`src/hdl/tvsp_pkg.sv`:
```
// Shared types and constants of the TLV varint stream parser.
`timescale 1ns / 1ps

package tvsp_pkg;

  localparam logic [3:0] VarintMaxBytes = 4'd10;
  localparam logic [3:0] FixedLastByte  = 4'd7;
  localparam logic [5:0] MinFieldIdReset = 6'd1;

  localparam logic [1:0] EV_END     = 2'd0;
  localparam logic [1:0] EV_SCALAR  = 2'd1;
  localparam logic [1:0] EV_LEN_HDR = 2'd2;
  localparam logic [1:0] EV_PAYLOAD = 2'd3;

  localparam logic [1:0] WT_UNSIGNED = 2'd0;
  localparam logic [1:0] WT_SIGNED   = 2'd1;
  localparam logic [1:0] WT_LENGTH   = 2'd2;
  localparam logic [1:0] WT_FIXED64  = 2'd3;

  localparam logic [1:0] ST_OK     = 2'd0;
  localparam logic [1:0] ST_ORDER  = 2'd1;
  localparam logic [1:0] ST_VARINT = 2'd2;
  localparam logic [1:0] ST_TRUNC  = 2'd3;

  typedef struct packed {
    logic [1:0]  event_res;
    logic [5:0]  tag_id;
    logic [1:0]  tag_type;
    logic [63:0] field_value;
    logic [15:0] payload_length;
    logic [7:0]  payload_byte;
    logic        payload_last;
    logic        message_end;
    logic [1:0]  status;
  } res_t;

  // bit offset of varint group n, modulo 64
  function automatic logic [5:0] varint_shift(input logic [3:0] count);
    logic [6:0] prod;
    prod = 7'(count) * 7'd7;
    return prod[5:0];
  endfunction

endpackage

```
`src/hdl/tvsp_parse.sv`:
```
// Parse state and per-byte decode of the TLV varint stream parser.
`timescale 1ns / 1ps

module tvsp_parse (
  input  logic              clk,
  input  logic              rst_n,
  input  logic [5:0]        min_tag_id,
  input  logic              step_en,
  input  logic [7:0]        data_byte,
  input  logic              final_byte,
  output logic              have,
  output tvsp_pkg::res_t    res
);

  typedef enum logic [2:0] {
    PH_KEY     = 3'd0,
    PH_VARINT  = 3'd1,
    PH_LEN_LO  = 3'd2,
    PH_LEN_HI  = 3'd3,
    PH_PAYLOAD = 3'd4,
    PH_FIXED   = 3'd5
  } phase_t;

  phase_t      phase_r, phase_nxt;
  logic [5:0]  cur_id_r, cur_id_nxt;
  logic [1:0]  cur_type_r, cur_type_nxt;
  logic [5:0]  prev_id_r, prev_id_nxt;
  logic [63:0] acc_r, acc_nxt;
  logic [3:0]  count_r, count_nxt;
  logic [15:0] remain_r, remain_nxt;
  logic [1:0]  err_r, err_nxt;

  logic [5:0]  key_id;
  logic [1:0]  key_type;
  logic [6:0]  low7;
  logic [63:0] acc_var;
  logic [63:0] acc_fix;
  logic [63:0] zz_val;
  logic [15:0] len_full;
  logic [15:0] remain_dec;

  assign key_id     = data_byte[7:2];
  assign key_type   = data_byte[1:0];
  assign low7       = data_byte[6:0];
  assign acc_var    = acc_r | ({57'd0, low7} << tvsp_pkg::varint_shift(count_r));
  assign acc_fix    = acc_r | ({56'd0, data_byte} << {count_r[2:0], 3'b000});
  assign zz_val     = {1'b0, acc_var[63:1]} ^ {64{acc_var[0]}};
  assign len_full   = {data_byte, remain_r[7:0]};
  assign remain_dec = remain_r - 16'd1;

  always_comb begin
    phase_nxt    = phase_r;
    cur_id_nxt   = cur_id_r;
    cur_type_nxt = cur_type_r;
    prev_id_nxt  = prev_id_r;
    acc_nxt      = acc_r;
    count_nxt    = count_r;
    remain_nxt   = remain_r;
    err_nxt      = err_r;
    have         = 1'b0;
    res          = '0;

    if (err_r == tvsp_pkg::ST_OK) begin
      unique case (phase_r)
        PH_KEY: begin
          if (key_id < min_tag_id || key_id < prev_id_r) begin
            err_nxt = tvsp_pkg::ST_ORDER;
          end else begin
            cur_id_nxt   = key_id;
            cur_type_nxt = key_type;
            prev_id_nxt  = key_id;
            acc_nxt      = '0;
            count_nxt    = '0;
            remain_nxt   = '0;
            unique case (key_type)
              tvsp_pkg::WT_UNSIGNED,
              tvsp_pkg::WT_SIGNED:  phase_nxt = PH_VARINT;
              tvsp_pkg::WT_LENGTH:  phase_nxt = PH_LEN_LO;
              tvsp_pkg::WT_FIXED64: phase_nxt = PH_FIXED;
              default:              phase_nxt = PH_FIXED;
            endcase
          end
        end
        PH_VARINT: begin
          if (count_r >= tvsp_pkg::VarintMaxBytes ||
              (count_r == tvsp_pkg::VarintMaxBytes - 4'd1 && data_byte > 8'd1)) begin
            err_nxt = tvsp_pkg::ST_VARINT;
          end else if (data_byte[7]) begin
            acc_nxt   = acc_var;
            count_nxt = count_r + 4'd1;
          end else if (count_r != 4'd0 && low7 == 7'd0) begin
            acc_nxt = acc_var;
            err_nxt = tvsp_pkg::ST_VARINT;
          end else begin
            have            = 1'b1;
            res.event_res   = tvsp_pkg::EV_SCALAR;
            res.tag_id      = cur_id_r;
            res.tag_type    = cur_type_r;
            res.field_value = (cur_type_r == tvsp_pkg::WT_SIGNED) ? zz_val : acc_var;
            phase_nxt       = PH_KEY;
            count_nxt       = '0;
            acc_nxt         = '0;
          end
        end
        PH_LEN_LO: begin
          remain_nxt = {8'd0, data_byte};
          phase_nxt  = PH_LEN_HI;
        end
        PH_LEN_HI: begin
          remain_nxt         = len_full;
          have               = 1'b1;
          res.event_res      = tvsp_pkg::EV_LEN_HDR;
          res.tag_id         = cur_id_r;
          res.tag_type       = cur_type_r;
          res.payload_length = len_full;
          if (len_full == 16'd0) begin
            res.payload_last = 1'b1;
            phase_nxt        = PH_KEY;
          end else begin
            phase_nxt = PH_PAYLOAD;
          end
        end
        PH_PAYLOAD: begin
          remain_nxt       = remain_dec;
          have             = 1'b1;
          res.event_res    = tvsp_pkg::EV_PAYLOAD;
          res.tag_id       = cur_id_r;
          res.tag_type     = cur_type_r;
          res.payload_byte = data_byte;
          if (remain_dec == 16'd0) begin
            res.payload_last = 1'b1;
            phase_nxt        = PH_KEY;
          end
        end
        PH_FIXED: begin
          if (count_r >= tvsp_pkg::FixedLastByte) begin
            have            = 1'b1;
            res.event_res   = tvsp_pkg::EV_SCALAR;
            res.tag_id      = cur_id_r;
            res.tag_type    = cur_type_r;
            res.field_value = acc_fix;
            acc_nxt         = '0;
            count_nxt       = '0;
            phase_nxt       = PH_KEY;
          end else begin
            acc_nxt   = acc_fix;
            count_nxt = count_r + 4'd1;
          end
        end
        default: phase_nxt = PH_KEY;
      endcase
    end

    if (final_byte) begin
      if (err_nxt == tvsp_pkg::ST_OK && phase_nxt != PH_KEY) begin
        err_nxt = tvsp_pkg::ST_TRUNC;
      end
      have            = 1'b1;
      res.message_end = 1'b1;
      res.status      = err_nxt;
      phase_nxt       = PH_KEY;
      cur_id_nxt      = '0;
      cur_type_nxt    = '0;
      prev_id_nxt     = '0;
      acc_nxt         = '0;
      count_nxt       = '0;
      remain_nxt      = '0;
      err_nxt         = tvsp_pkg::ST_OK;
    end
  end

  always_ff @(posedge clk) begin
    if (!rst_n) begin
      phase_r    <= PH_KEY;
      cur_id_r   <= '0;
      cur_type_r <= '0;
      prev_id_r  <= '0;
      acc_r      <= '0;
      count_r    <= '0;
      remain_r   <= '0;
      err_r      <= tvsp_pkg::ST_OK;
    end else if (step_en) begin
      phase_r    <= phase_nxt;
      cur_id_r   <= cur_id_nxt;
      cur_type_r <= cur_type_nxt;
      prev_id_r  <= prev_id_nxt;
      acc_r      <= acc_nxt;
      count_r    <= count_nxt;
      remain_r   <= remain_nxt;
      err_r      <= err_nxt;
    end
  end

endmodule

```
`src/hdl/tlv_varint_stream_parser.sv`:
```
// Top level of the TLV varint stream parser: input register, decode, result register.
// Flow: a byte accepted into the input register is decoded from it; its result, if any, is
// registered in the result register as the byte advances, which out_stall can hold back.
// Throughput: one byte per cycle unless out_stall holds a full result register.
// Reset (synchronous, rst_n low): parse state cleared, both registers empty,
// minimum tag id back to 1.
`timescale 1ns / 1ps

module tlv_varint_stream_parser (
  input  logic        clk,
  input  logic        rst_n,
  input  logic        cfg_we,
  input  logic [5:0]  cfg_wdata,
  input  logic        in_valid,
  output logic        in_stall,
  input  logic [7:0]  in_data_byte,
  input  logic        in_final_byte,
  output logic        out_valid,
  input  logic        out_stall,
  output logic [1:0]  out_event_res,
  output logic [5:0]  out_tag_id,
  output logic [1:0]  out_tag_type,
  output logic [63:0] out_field_value,
  output logic [15:0] out_payload_length,
  output logic [7:0]  out_payload_byte,
  output logic        out_payload_last,
  output logic        out_message_end,
  output logic [1:0]  out_status
);

  logic [5:0]     min_id_r;
  logic           in_v_r;
  logic [7:0]     in_byte_r;
  logic           in_final_r;
  logic           out_v_r;
  tvsp_pkg::res_t res_r;

  logic           have;
  tvsp_pkg::res_t res;
  logic           advance;
  logic           in_take;

  tvsp_parse u_parse (
    .clk          (clk),
    .rst_n        (rst_n),
    .min_tag_id   (min_id_r),
    .step_en      (advance),
    .data_byte    (in_byte_r),
    .final_byte   (in_final_r),
    .have         (have),
    .res          (res)
  );

  assign advance  = in_v_r && (!have || !out_v_r || !out_stall);
  assign in_stall = in_v_r && !advance;
  assign in_take  = in_valid && !in_stall;

  always_ff @(posedge clk) begin
    if (!rst_n) begin
      min_id_r <= tvsp_pkg::MinFieldIdReset;
      in_v_r   <= 1'b0;
      out_v_r  <= 1'b0;
    end else begin
      if (cfg_we) begin
        min_id_r <= cfg_wdata;
      end
      if (in_take) begin
        in_v_r <= 1'b1;
      end else if (advance) begin
        in_v_r <= 1'b0;
      end
      if (advance && have) begin
        out_v_r <= 1'b1;
      end else if (!out_stall) begin
        out_v_r <= 1'b0;
      end
    end
  end

  // hold payloads while their stage is stalled
  always_ff @(posedge clk) begin
    if (in_take) begin
      in_byte_r  <= in_data_byte;
      in_final_r <= in_final_byte;
    end
    if (advance && have) begin
      res_r <= res;
    end
  end

  assign out_valid          = out_v_r;
  assign out_event_res      = res_r.event_res;
  assign out_tag_id         = res_r.tag_id;
  assign out_tag_type       = res_r.tag_type;
  assign out_field_value    = res_r.field_value;
  assign out_payload_length = res_r.payload_length;
  assign out_payload_byte   = res_r.payload_byte;
  assign out_payload_last   = res_r.payload_last;
  assign out_message_end    = res_r.message_end;
  assign out_status         = res_r.status;

endmodule

```
`config.mk`:
```
export PLATFORM = sky130hd
export DESIGN_NAME = tlv_varint_stream_parser
export DESIGN_NICKNAME = d
export VERILOG_FILES = /design/src/hdl/tvsp_pkg.sv /design/src/hdl/tvsp_parse.sv /design/src/hdl/tlv_varint_stream_parser.sv
export SDC_FILE = /design/constraint.sdc
export NUM_CORES = 1
export LEC_CHECK = 0
export BUFFER_PORTS_ARGS = -buffer_cell sky130_fd_sc_hd__buf_2
export CELL_PAD_IN_SITES_DETAIL_PLACEMENT = 1
export CELL_PAD_IN_SITES_GLOBAL_PLACEMENT = 1
export CORE_MARGIN = 3
export CORE_UTILIZATION = 42
export DETAILED_ROUTE_END_ITERATION = 16
export GPL_TIMING_DRIVEN = 1
export HOLD_SLACK_MARGIN = 0.03
export PLACE_DENSITY = 0.83
export SETUP_SLACK_MARGIN = 0.1
export SYNTH_ARGS = -nofsm -noshare
export SYNTH_HDL_FRONTEND = slang
export SYNTH_SLANG_ARGS = --single-unit
export TNS_END_PERCENT = 5
```
`constraint.sdc`:
```
create_clock -name clk -period 7.58 [get_ports clk]
set_input_delay 1.516 -clock clk [delete_from_list [all_inputs] [get_ports clk]]
set_output_delay 1.516 -clock clk [all_outputs]
set_load 0.02 [all_outputs]
```
==> flow_metrics.py, run 1 <==
metrics = {
    "cells_and_area": {
        "antenna-diode-count": 0,
        "drive_gt1_share_pct": 16.4,
        "layout.nets": 1498,
        "area_growth_pct": 12.5,
        "fin_cells": 1859,
        "final_area_um2": 14600,
    },
    "grt": {
        "overflow": 0,
        "antenna_found_initial": 0,
        "grtUsageTotal_pct": 27.5,
        "grt_pass1_wl_um": 72800,
        "grt_max_degree": 70,
        "first_global_vias": 12400,
    },
    "worst_setup_path": {
        "r2r_setup_slack_ps": 2430,
        "worst_setup_path_start_kind": "flop",
        "path_max_fanout": 35,
        "crit_path_cell_trace": "buf_4 -> clkinv_1 -> ha_1 -> o21ai_2 -> or3b_4 -> nor3_1 -> a31o_2 -> o21ai_0 -> nor2_1 -> buf_2",
        "critical_path_class": "flop to primary output",
        "crit_path_end_kind": "primary output",
        "crit_required_ps": 6060,
        "crit_buf_inv": 3,
        "cp.arrival_ps": 3770,
        "rr_startpoint": "u_parse.count_r[2]",
        "rr_worst_depth": 10,
        "regToRegEndpoint": "out_field_value[31]",
        "crit_slowest_cell": "or3b_4",
        "crit_family": "buffers and inverters",
        "max_stage_delay_ps": 430,
    },
    "clock_tree": {
        "cts.sinks": 216,
        "cts_resized": 0,
        "clk_latency_ps": 550,
        "tritoncts": "built",
        "cts_buffers": 26,
        "postCtsSetupRepairBufs": 0,
        "cts_root_buf": "clkbuf_16",
        "hold_buffers": 0,
        "path_clk_slew_ps": 60,
        "cts_max_path_buffers": 3,
        "htree_levels": 1,
    },
    "job": {
        "drv_cap": 0,
    },
    "route": {
        "drt-pass1-iter-count": 8,
        "wl_met3_um": 4560,
        "via_per_inst": 6.51,
        "wirelength_um": 46800,
        "drtIter0Drc": 1349,
        "routed-wl-met2_um": 21200,
        "num_vias": 12100,
        "ant_nets": 0,
        "wl_met1_um": 19500,
        "drc_errors": 0,
        "top_layer": "met4",
        "wire_per_inst_um": 25.2,
    },
    "logic_synthesis": {
        "yosysWarnings": 0,
        "synth_cell_types": 89,
        "yosys.cell_count.top_type": "a21oi_1",
        "syn_area_um2": 13000,
        "synth_top_area_share_pct": 25.7,
        "synth-seq-cells": 216,
        "synth_edf_count": 111,
        "synthTopCellsByCount": "a21oi_1, edfxtp_1, dfxtp_1, nand2_1, nor2_1",
        "synth_cells": 1380,
        "synth_ff_type": "edfxtp_1",
        "postSynth.asyncResetShare_pct": 0,
        "synth-seq-area-share_pct": 41.9,
        "synth_area_per_cell_um2": 9.40,
        "yosys.area.top_type": "edfxtp_1",
        "synth.area.top_cells": "edfxtp_1, dfxtp_1, a21oi_1",
        "syn-num-nets": 1429,
    },
    "sta": {
        "hold_viol": 0,
        "finalCritPeriodShare_pct": 69.7,
        "rsz0062_at_grt": "false",
        "tightest_slew_ps": 1250,
        "fin_crit_ps": 5280,
        "setup_viol": 0,
        "setup_tns_ps": 0,
        "fin_ws_ps": 2300,
        "whs_ps": 486,
        "skew_ps": 12.5,
        "fmaxAchievable_mhz": 189,
        "max_slew_margin_pct": 16.3,
        "finalMaxSlewViolations": 0,
    },
    "floorplan": {
        "die_area_um2": 33000,
        "start_util_pct": 43.2,
        "die_x_um": 182,
        "die_h_um": 182,
        "ioPinCount": 124,
        "core_area_um2": 30000,
        "row_count": 63,
    },
    "placement": {
        "place_congestion": 0.956,
        "post-place-ws_ps": 2570,
        "place_inst": 1811,
        "hpwlAfterDp_um": 31200,
        "port_buffers": 123,
        "dpl-instance-area_um2": 13800,
    },
    "worst_hold_path": {
        "holdPathStages": 2,
        "holdPathEnd": "u_parse.remain_r[15]",
        "holdCritStartpoint": "u_parse.remain_r[15]",
        "hold_path_class": "flop to flop",
    },
    "power_and_ir_drop": {
        "vdd_ir_drop_max_v": 0.000132,
        "power_leakage_nw": 4.96,
        "powerDensity_nw_per_um2": 185,
    },
    "run_status": {
        "status": "finished clean",
    },
}
[how the worst max path moves through the flow]
stage                                to  slack [ps]          startpoint  depth (start not counted)
CTS                            in_stall        2300  u_parse.count_r[0]                         10
finish                         in_stall        2300  u_parse.count_r[0]                         10
detailed placement  out_field_value[15]        2570  u_parse.count_r[2]                         10
global route                   in_stall        2030  u_parse.count_r[0]                         10
floorplan              out_event_res[0]         410  u_parse.count_r[0]                         10
global placement    out_field_value[31]        2850  u_parse.count_r[2]                         10
[power breakdown]
part           leakage, nW  internal [W]  total, W  switching (W)
logic                 2.71     0.0000626  0.000212       0.000149
clock network        0.398      0.000710   0.00123       0.000516
registers             1.85       0.00125   0.00127      0.0000159
total                 4.96       0.00202   0.00270       0.000681
[metrics by stage]
stage / power (W) / utilization [%]
6_report: 0.00270 / 48.6
4_1_cts: 0.00271 / 48.6
3_3_place_gp: 0.00149 / 45.8
3_5_place_dp: 0.00150 / 45.8
2_1_floorplan: 0.00144 / -
5_1_grt: 0.00278 / 48.6
[worst register-to-register path, stage by stage (launching register included)]
cell and delay [ps]:
dfxtp_1 690, fa_1 530, ha_1 250, fa_1 720, inv_1 500, nand3_1 200
mux2i_2 460, a21o_4 860, xnor2_1 330, o21ai_0 220, o22ai_1 110
[area by class of cell]
type	instances	area (um2)
sequential	216	5440
clock inverter	15	139
fill	3466	15400
timing repair buffer	149	811
multi-input combinational	1032	6940
tap	390	488
inverter	24	90.1
clock buffer	33	687
[cell usage in the layout, fill, tap and decap left out, types with 9 or more instances in the layout]
cell type	instances
nor2_1	70
dfxtp_1	105
o22ai_1	56
buf_2	123
nand3_1	24
a221oi_1	20
nand2_1	105
nand2b_1	19
mux2i_1	24
or2_2	9
a22oi_1	9
a22o_1	51
a21oi_1	139
o2bb2ai_1	22
nor2b_1	18
xor2_1	62
nor3_1	26
xnor2_1	14
a31oi_1	19
o21ai_1	19
o22a_1	23
clkbuf_16	26
edfxtp_1	111
buf_4	26
and3_1	10
and2_1	47
ha_1	25
o21ai_0	67
inv_1	21
[state kept, by name, summed over array words and instances (netlist names), 2 cells and up]
signal and cells:
u_parse.cur_id_r 6, out_payload_byte 8, in_byte_r 8, out_field_value 64
u_parse.remain_r 16, u_parse.count_r 4, out_status 2, out_event_res 2
u_parse.phase_r 3, out_payload_length 16, out_tag_type 2, min_id_r 6
out_tag_id 6, u_parse.err_r 2, u_parse.cur_type_r 2, u_parse.acc_r 64
[metal layers]
metal,up-vias,track usage [%]
li1,5328,-
met1,6049,37.4
met2,619,43.6
met3,112,5.63
met4,0,9.69
met5,-,0
[cell families after synthesis]
group / after synthesis / synth area share (%)
compound gates: 507 / 26.2
xor+xnor: 77 / 5.26
fa+ha+maj: 29 / 3.03
buf+inv: 132 / 4.82
flops: 216 / 41.9
mux: 38 / 3.52
simple gates: 381 / 15.2
Note: power is estimated with default switching activity, not from simulation.
==> run 2: changes to the inputs <==
Clock period 7.58 ns to 4.7 ns, I/O delays scaled along.
==> run 2 against run 1 <==
Clock power is 66% higher. Clock skew is 5.0 ps higher. Highest routed layer unchanged. Setup slack worse by 1900 ps. Critical path depth decreased by 1.
==> flow_metrics.py, run 2 (synthesis results as in run 1) <==
metrics = {
    "placement": {
        "port_buffers": 123,
        "place_congestion": 0.992,
        "place_inst": 1829,
        "hpwlAfterDp_um": 33100,
        "dpl-instance-area_um2": 13900,
    },
    "sta": {
        "finalCritPeriodShare_pct": 91.9,
        "setup_viol": 0,
        "whs_ps": 481,
        "tightest_slew_ps": 1320,
        "setup_tns_ps": 0,
        "rsz0062_at_grt": "true",
        "fin_crit_ps": 4320,
        "hold_viol": 0,
        "fmaxAchievable_mhz": 231,
        "finalMaxSlewViolations": 0,
        "skew_ps": 17.5,
        "max_slew_margin_pct": 11.7,
    },
    "cells_and_area": {
        "drive_gt1_share_pct": 17.5,
        "fin_cells": 1874,
        "antenna-diode-count": 0,
        "final_common_cell": "a21oi_1",
        "fill_cells": 3424,
        "layout.nets": 1515,
        "final_cell_mix": "a21oi_1, buf_2, edfxtp_1",
        "multi_input_area_um2": 6940,
        "final_area_um2": 14800,
        "area_growth_pct": 14.0,
        "utilization_pct": 49.2,
        "regArea_um2": 5440,
    },
    "route": {
        "ant_nets": 0,
        "wire_per_inst_um": 25.9,
        "num_vias": 12200,
        "drc_errors": 0,
        "wirelength_um": 48500,
        "drt-pass1-iter-count": 7,
        "via_per_inst": 6.50,
        "drtIter0Drc": 1434,
    },
    "grt": {
        "antenna_found_initial": 1,
        "overflow": 0,
        "first_global_vias": 12500,
        "grtUsageTotal_pct": 28.4,
        "grt_max_degree": 64,
        "grt_pass1_wl_um": 74500,
    },
    "power_and_ir_drop": {
        "vdd_ir_drop_max_v": 0.000233,
        "powerDensity_nw_per_um2": 300,
        "power_leakage_nw": 5.07,
    },
    "floorplan": {
        "core_area_um2": 30000,
        "ioPinCount": 124,
        "row_count": 63,
        "die_area_um2": 33000,
        "die_x_um": 182,
        "start_util_pct": 43.2,
        "die_h_um": 182,
    },
    "worst_setup_path": {
        "crit_required_ps": 5060,
        "path_max_fanout": 13,
        "crit_end": "out_field_value[36]",
        "rr_worst_depth": 9,
        "critical_path_class": "flop to flop",
        "cp.arrival_ps": 4680,
        "crit_path_end_kind": "flop",
        "worst_setup_path_start_kind": "flop",
        "rr_startpoint": "u_parse.count_r[1]",
        "regToRegEndpoint": "out_field_value[36]",
        "cp-startpoint": "u_parse.count_r[1]",
        "r2r_setup_slack_ps": 380,
    },
    "job": {
        "drv_cap": 0,
    },
    "clock_tree": {
        "cts.sinks": 216,
        "cts_max_path_buffers": 3,
        "path_clk_slew_ps": 60,
        "cts_root_buf": "clkbuf_16",
        "htree_levels": 1,
        "clk_latency_ps": 540,
        "cts_buffers": 25,
        "hold_buffers": 0,
        "tritoncts": "built",
    },
    "worst_hold_path": {
        "holdCritStartpoint": "u_parse.remain_r[15]",
        "hold_path_class": "flop to flop",
    },
    "run_status": {
        "status": "finished clean",
    },
}
[run 2: how the worst min path moves through the flow]
| stage | slack (ps) | endpoint | cells after the start |
|---|---|---|---|
| floorplan | 430 | min_id_r[0] | 2 |
| global placement | 460 | u_parse.remain_r[15] | 2 |
| detailed placement | 470 | min_id_r[0] | 2 |
| CTS | 490 | u_parse.remain_r[15] | 2 |
| global route | 510 | u_parse.acc_r[36] | 1 |
| finish | 480 | u_parse.remain_r[15] | 2 |
[run 2: critical path, stage by stage (launching register included)]
cell	delay, ps
dfxtp_1	650
fa_1	510
ha_1	240
fa_1	500
xor2_2	520
nand4_1	300
and2_1	410
o31ai_1	530
a31oi_1	310
o21ai_1	160
[run 2: cell type report]
type	count	share of cell area, %
clock buffer	33	4.57
clock inverter	12	1.12
inverter	24	0.609
multi-input combinational	1032	47.0
sequential	216	36.8
tap	390	3.30
timing repair buffer	167	6.65
[run 2: routing by layer]
layer / vias to the layer above / part of all wire [%] / global-route usage (%)
met3: 127 / 10 / 6.03
met4: 0 / 3.2 / 9.45
met5: - / 0 / 0
li1: 5373 / - / -
met1: 6043 / 42 / 39.2
met2: 645 / 45 / 44.4
[run 2: power breakdown]
group          internal (W)  switching, W  leakage [nW]  total, W
Combinational      0.000107      0.000240          2.81  0.000347
Clock               0.00123      0.000810         0.405   0.00204
Sequential          0.00201     0.0000313          1.86   0.00205
[run 2: repair_timing]
| item | 4_1_cts | 5_1_grt |
|---|---|---|
| gates resized for setup | 0 | 2 |
| endpoints found under the setup margin | 0 | 17 |
| setup buffers | 0 | 0 |
[run 2: through the flow]
| stage | total power (W) | worst slack [ps] |
|---|---|---|
| 2_1_floorplan | 0.00231 | 372 |
| 3_3_place_gp | 0.00242 | 469 |
| 4_1_cts | 0.00445 | 244 |
| 3_5_place_dp | 0.00243 | 338 |
| 5_1_grt | 0.00455 | 106 |
| 6_report | 0.00443 | 380 |
==> run 3: changes to the inputs <==
Settings changed: CORE_MARGIN 3 to unset.
==> run 3 against run 2 <==
Die area down 4.4%. Setup slack got worse by 37 ps. Critical endpoint is now in_stall. Clock power fell by 2%. Global-route usage increased by 2.1 points. Register-to-register slack improved by 20 ps. Hold slack better by 9.0 ps. First-iteration DRC count rose by 5.3%. Total power shrank 0.93%. Routed wire length shrank 1.2%.
==> flow_metrics.py, run 3 (synthesis results as in run 1) <==
metrics = {
    "route": {
        "wire_per_inst_um": 25.6,
        "wirelength_um": 47900,
        "ant_nets": 0,
        "drtIter0Drc": 1510,
        "drt-pass1-iter-count": 8,
        "num_vias": 12300,
        "via_per_inst": 6.55,
        "drc_errors": 0,
    },
    "power_and_ir_drop": {
        "vdd_ir_drop_max_v": 0.000232,
        "powerDensity_nw_per_um2": 297,
        "power_leakage_nw": 5.07,
        "power_w": 0.00439,
    },
    "worst_setup_path": {
        "crit_buf_inv": 3,
        "critical_path_class": "flop to primary output",
        "cp.arrival_ps": 3420,
        "crit_family": "simple AND/OR/NAND/NOR gates",
        "crit_slowest_cell": "or3b_4",
        "crit_required_ps": 3760,
        "worst_setup_path_start_kind": "flop",
        "crit_path_end_kind": "primary output",
        "path_max_fanout": 14,
        "crit_path_cell_trace": "buf_4 -> clkinvlp_4 -> ha_1 -> o21ai_2 -> or3b_4 -> nor3_2 -> a31o_2 -> o21ai_0 -> nor2_1 -> buf_2",
        "max_stage_delay_ps": 430,
    },
    "grt": {
        "grt_pass1_wl_um": 74000,
        "grt_max_degree": 73,
        "first_global_vias": 12200,
        "overflow": 0,
        "grtUsageTotal_pct": 30.5,
        "antenna_found_initial": 0,
    },
    "run_status": {
        "status": "finished clean",
    },
    "floorplan": {
        "die_area_um2": 31600,
        "row_count": 63,
        "core_area_um2": 30000,
        "ioPinCount": 124,
        "die_x_um": 178,
        "start_util_pct": 43.2,
        "die_h_um": 178,
    },
    "sta": {
        "rsz0062_at_grt": "false",
        "skew_ps": 13.4,
        "fmaxAchievable_mhz": 230,
        "finalCritPeriodShare_pct": 92.7,
        "setup_tns_ps": 0,
        "setup_viol": 0,
        "hold_viol": 0,
        "finalMaxSlewViolations": 0,
        "max_slew_margin_pct": 24.7,
        "fin_crit_ps": 4360,
        "tightest_slew_ps": 1130,
        "whs_ps": 490,
    },
    "cells_and_area": {
        "utilization_pct": 49.2,
        "final_cell_mix": "a21oi_1, buf_2, edfxtp_1",
        "layout.nets": 1517,
        "area_growth_pct": 13.9,
        "antenna-diode-count": 0,
        "drive_gt1_share_pct": 18.0,
        "fill_cells": 3489,
        "final_common_cell": "a21oi_1",
    },
    "clock_tree": {
        "htree_levels": 1,
        "cts_buffers": 25,
        "clk_latency_ps": 530,
        "cts_root_buf": "clkbuf_16",
        "tritoncts": "built",
        "path_clk_slew_ps": 60,
        "cts.sinks": 216,
        "cts_max_path_buffers": 3,
    },
    "placement": {
        "port_buffers": 123,
        "place_congestion": 0.986,
        "hpwlAfterDp_um": 32500,
    },
    "worst_hold_path": {
        "hold_path_class": "flop to flop",
    },
    "job": {
        "drv_cap": 0,
    },
}
==> run 3: cell types whose count changed in the layout (fill, tap and decap cells not counted), moves of 2 or more <==
cell	change
clkinv_2	+4
nor2_1	-2
clkinvlp_4	+2
buf_4	+3
nor2_2	+2
clkinv_1	-5
==> run 3: where the power goes <==
| part | internal (W) | switching (W) |
|---|---|---|
| logic | 0.000107 | 0.000234 |
| clock network | 0.00119 | 0.000809 |
| registers | 0.00201 | 0.0000354 |
==> run 3: path summary, 6_finish.rpt <==
kind                       startpoint                  end  slack [ps]  depth (start not counted)
setup / recovery   u_parse.count_r[0]             in_stall         340                         10
hold / removal    u_parse.cur_id_r[4]  u_parse.cur_id_r[4]         490                          2
setup reg to reg   u_parse.count_r[1]  out_field_value[62]         400                         10
hold reg to reg   u_parse.cur_id_r[4]  u_parse.cur_id_r[4]         490                          2
==> run 3: layer usage <==
metal / up-vias / share of wire (%) / GRT usage (%)
li1: 5363 / - / -
met1: 6079 / 43 / 43.3
met2: 718 / 44 / 47.0
met3: 131 / 9.9 / 5.16
met4: 0 / 3.0 / 9.29
met5: - / 0 / 0
==> run 3: timing repair <==
| item | CTS | global route |
|---|---|---|
| resized for setup | 0 | 3 |
| setup endpoints to repair | 0 | 1 |
| buffers inserted | 0 | 0 |
| hold buffers | 0 | 0 |
==> run 3: final cells by class <==
cell class	instances	area, um2	area share, %
clock inverter	10	130	0.881
tap	390	488	3.30
clock buffer	35	693	4.69
multi-input combinational	1032	6950	47.0
inverter	24	93.8	0.635
sequential	216	5440	36.8
timing repair buffer	169	986	6.67
==> run 3: worst register-to-register path, delay by kind of cell (launching register included) <==
kind,cells,cell delay [ps]
AND/OR/NAND/NOR,2,1190
AO/OA/AOI/OAI,3,760
flip-flops,1,670
adder cells (fa/ha/maj),1,570
buffers and inverters,2,480
XOR/XNOR,2,360
==> run 3: metrics by stage <==
stage,std cells,area (um2),setup WS [ps]
final,1876,14800,343
after global routing,1876,14800,151
after CTS,1876,14800,156
after detailed placement,1831,13900,497
after global placement,1831,13900,665
after floorplan,1380,13000,372
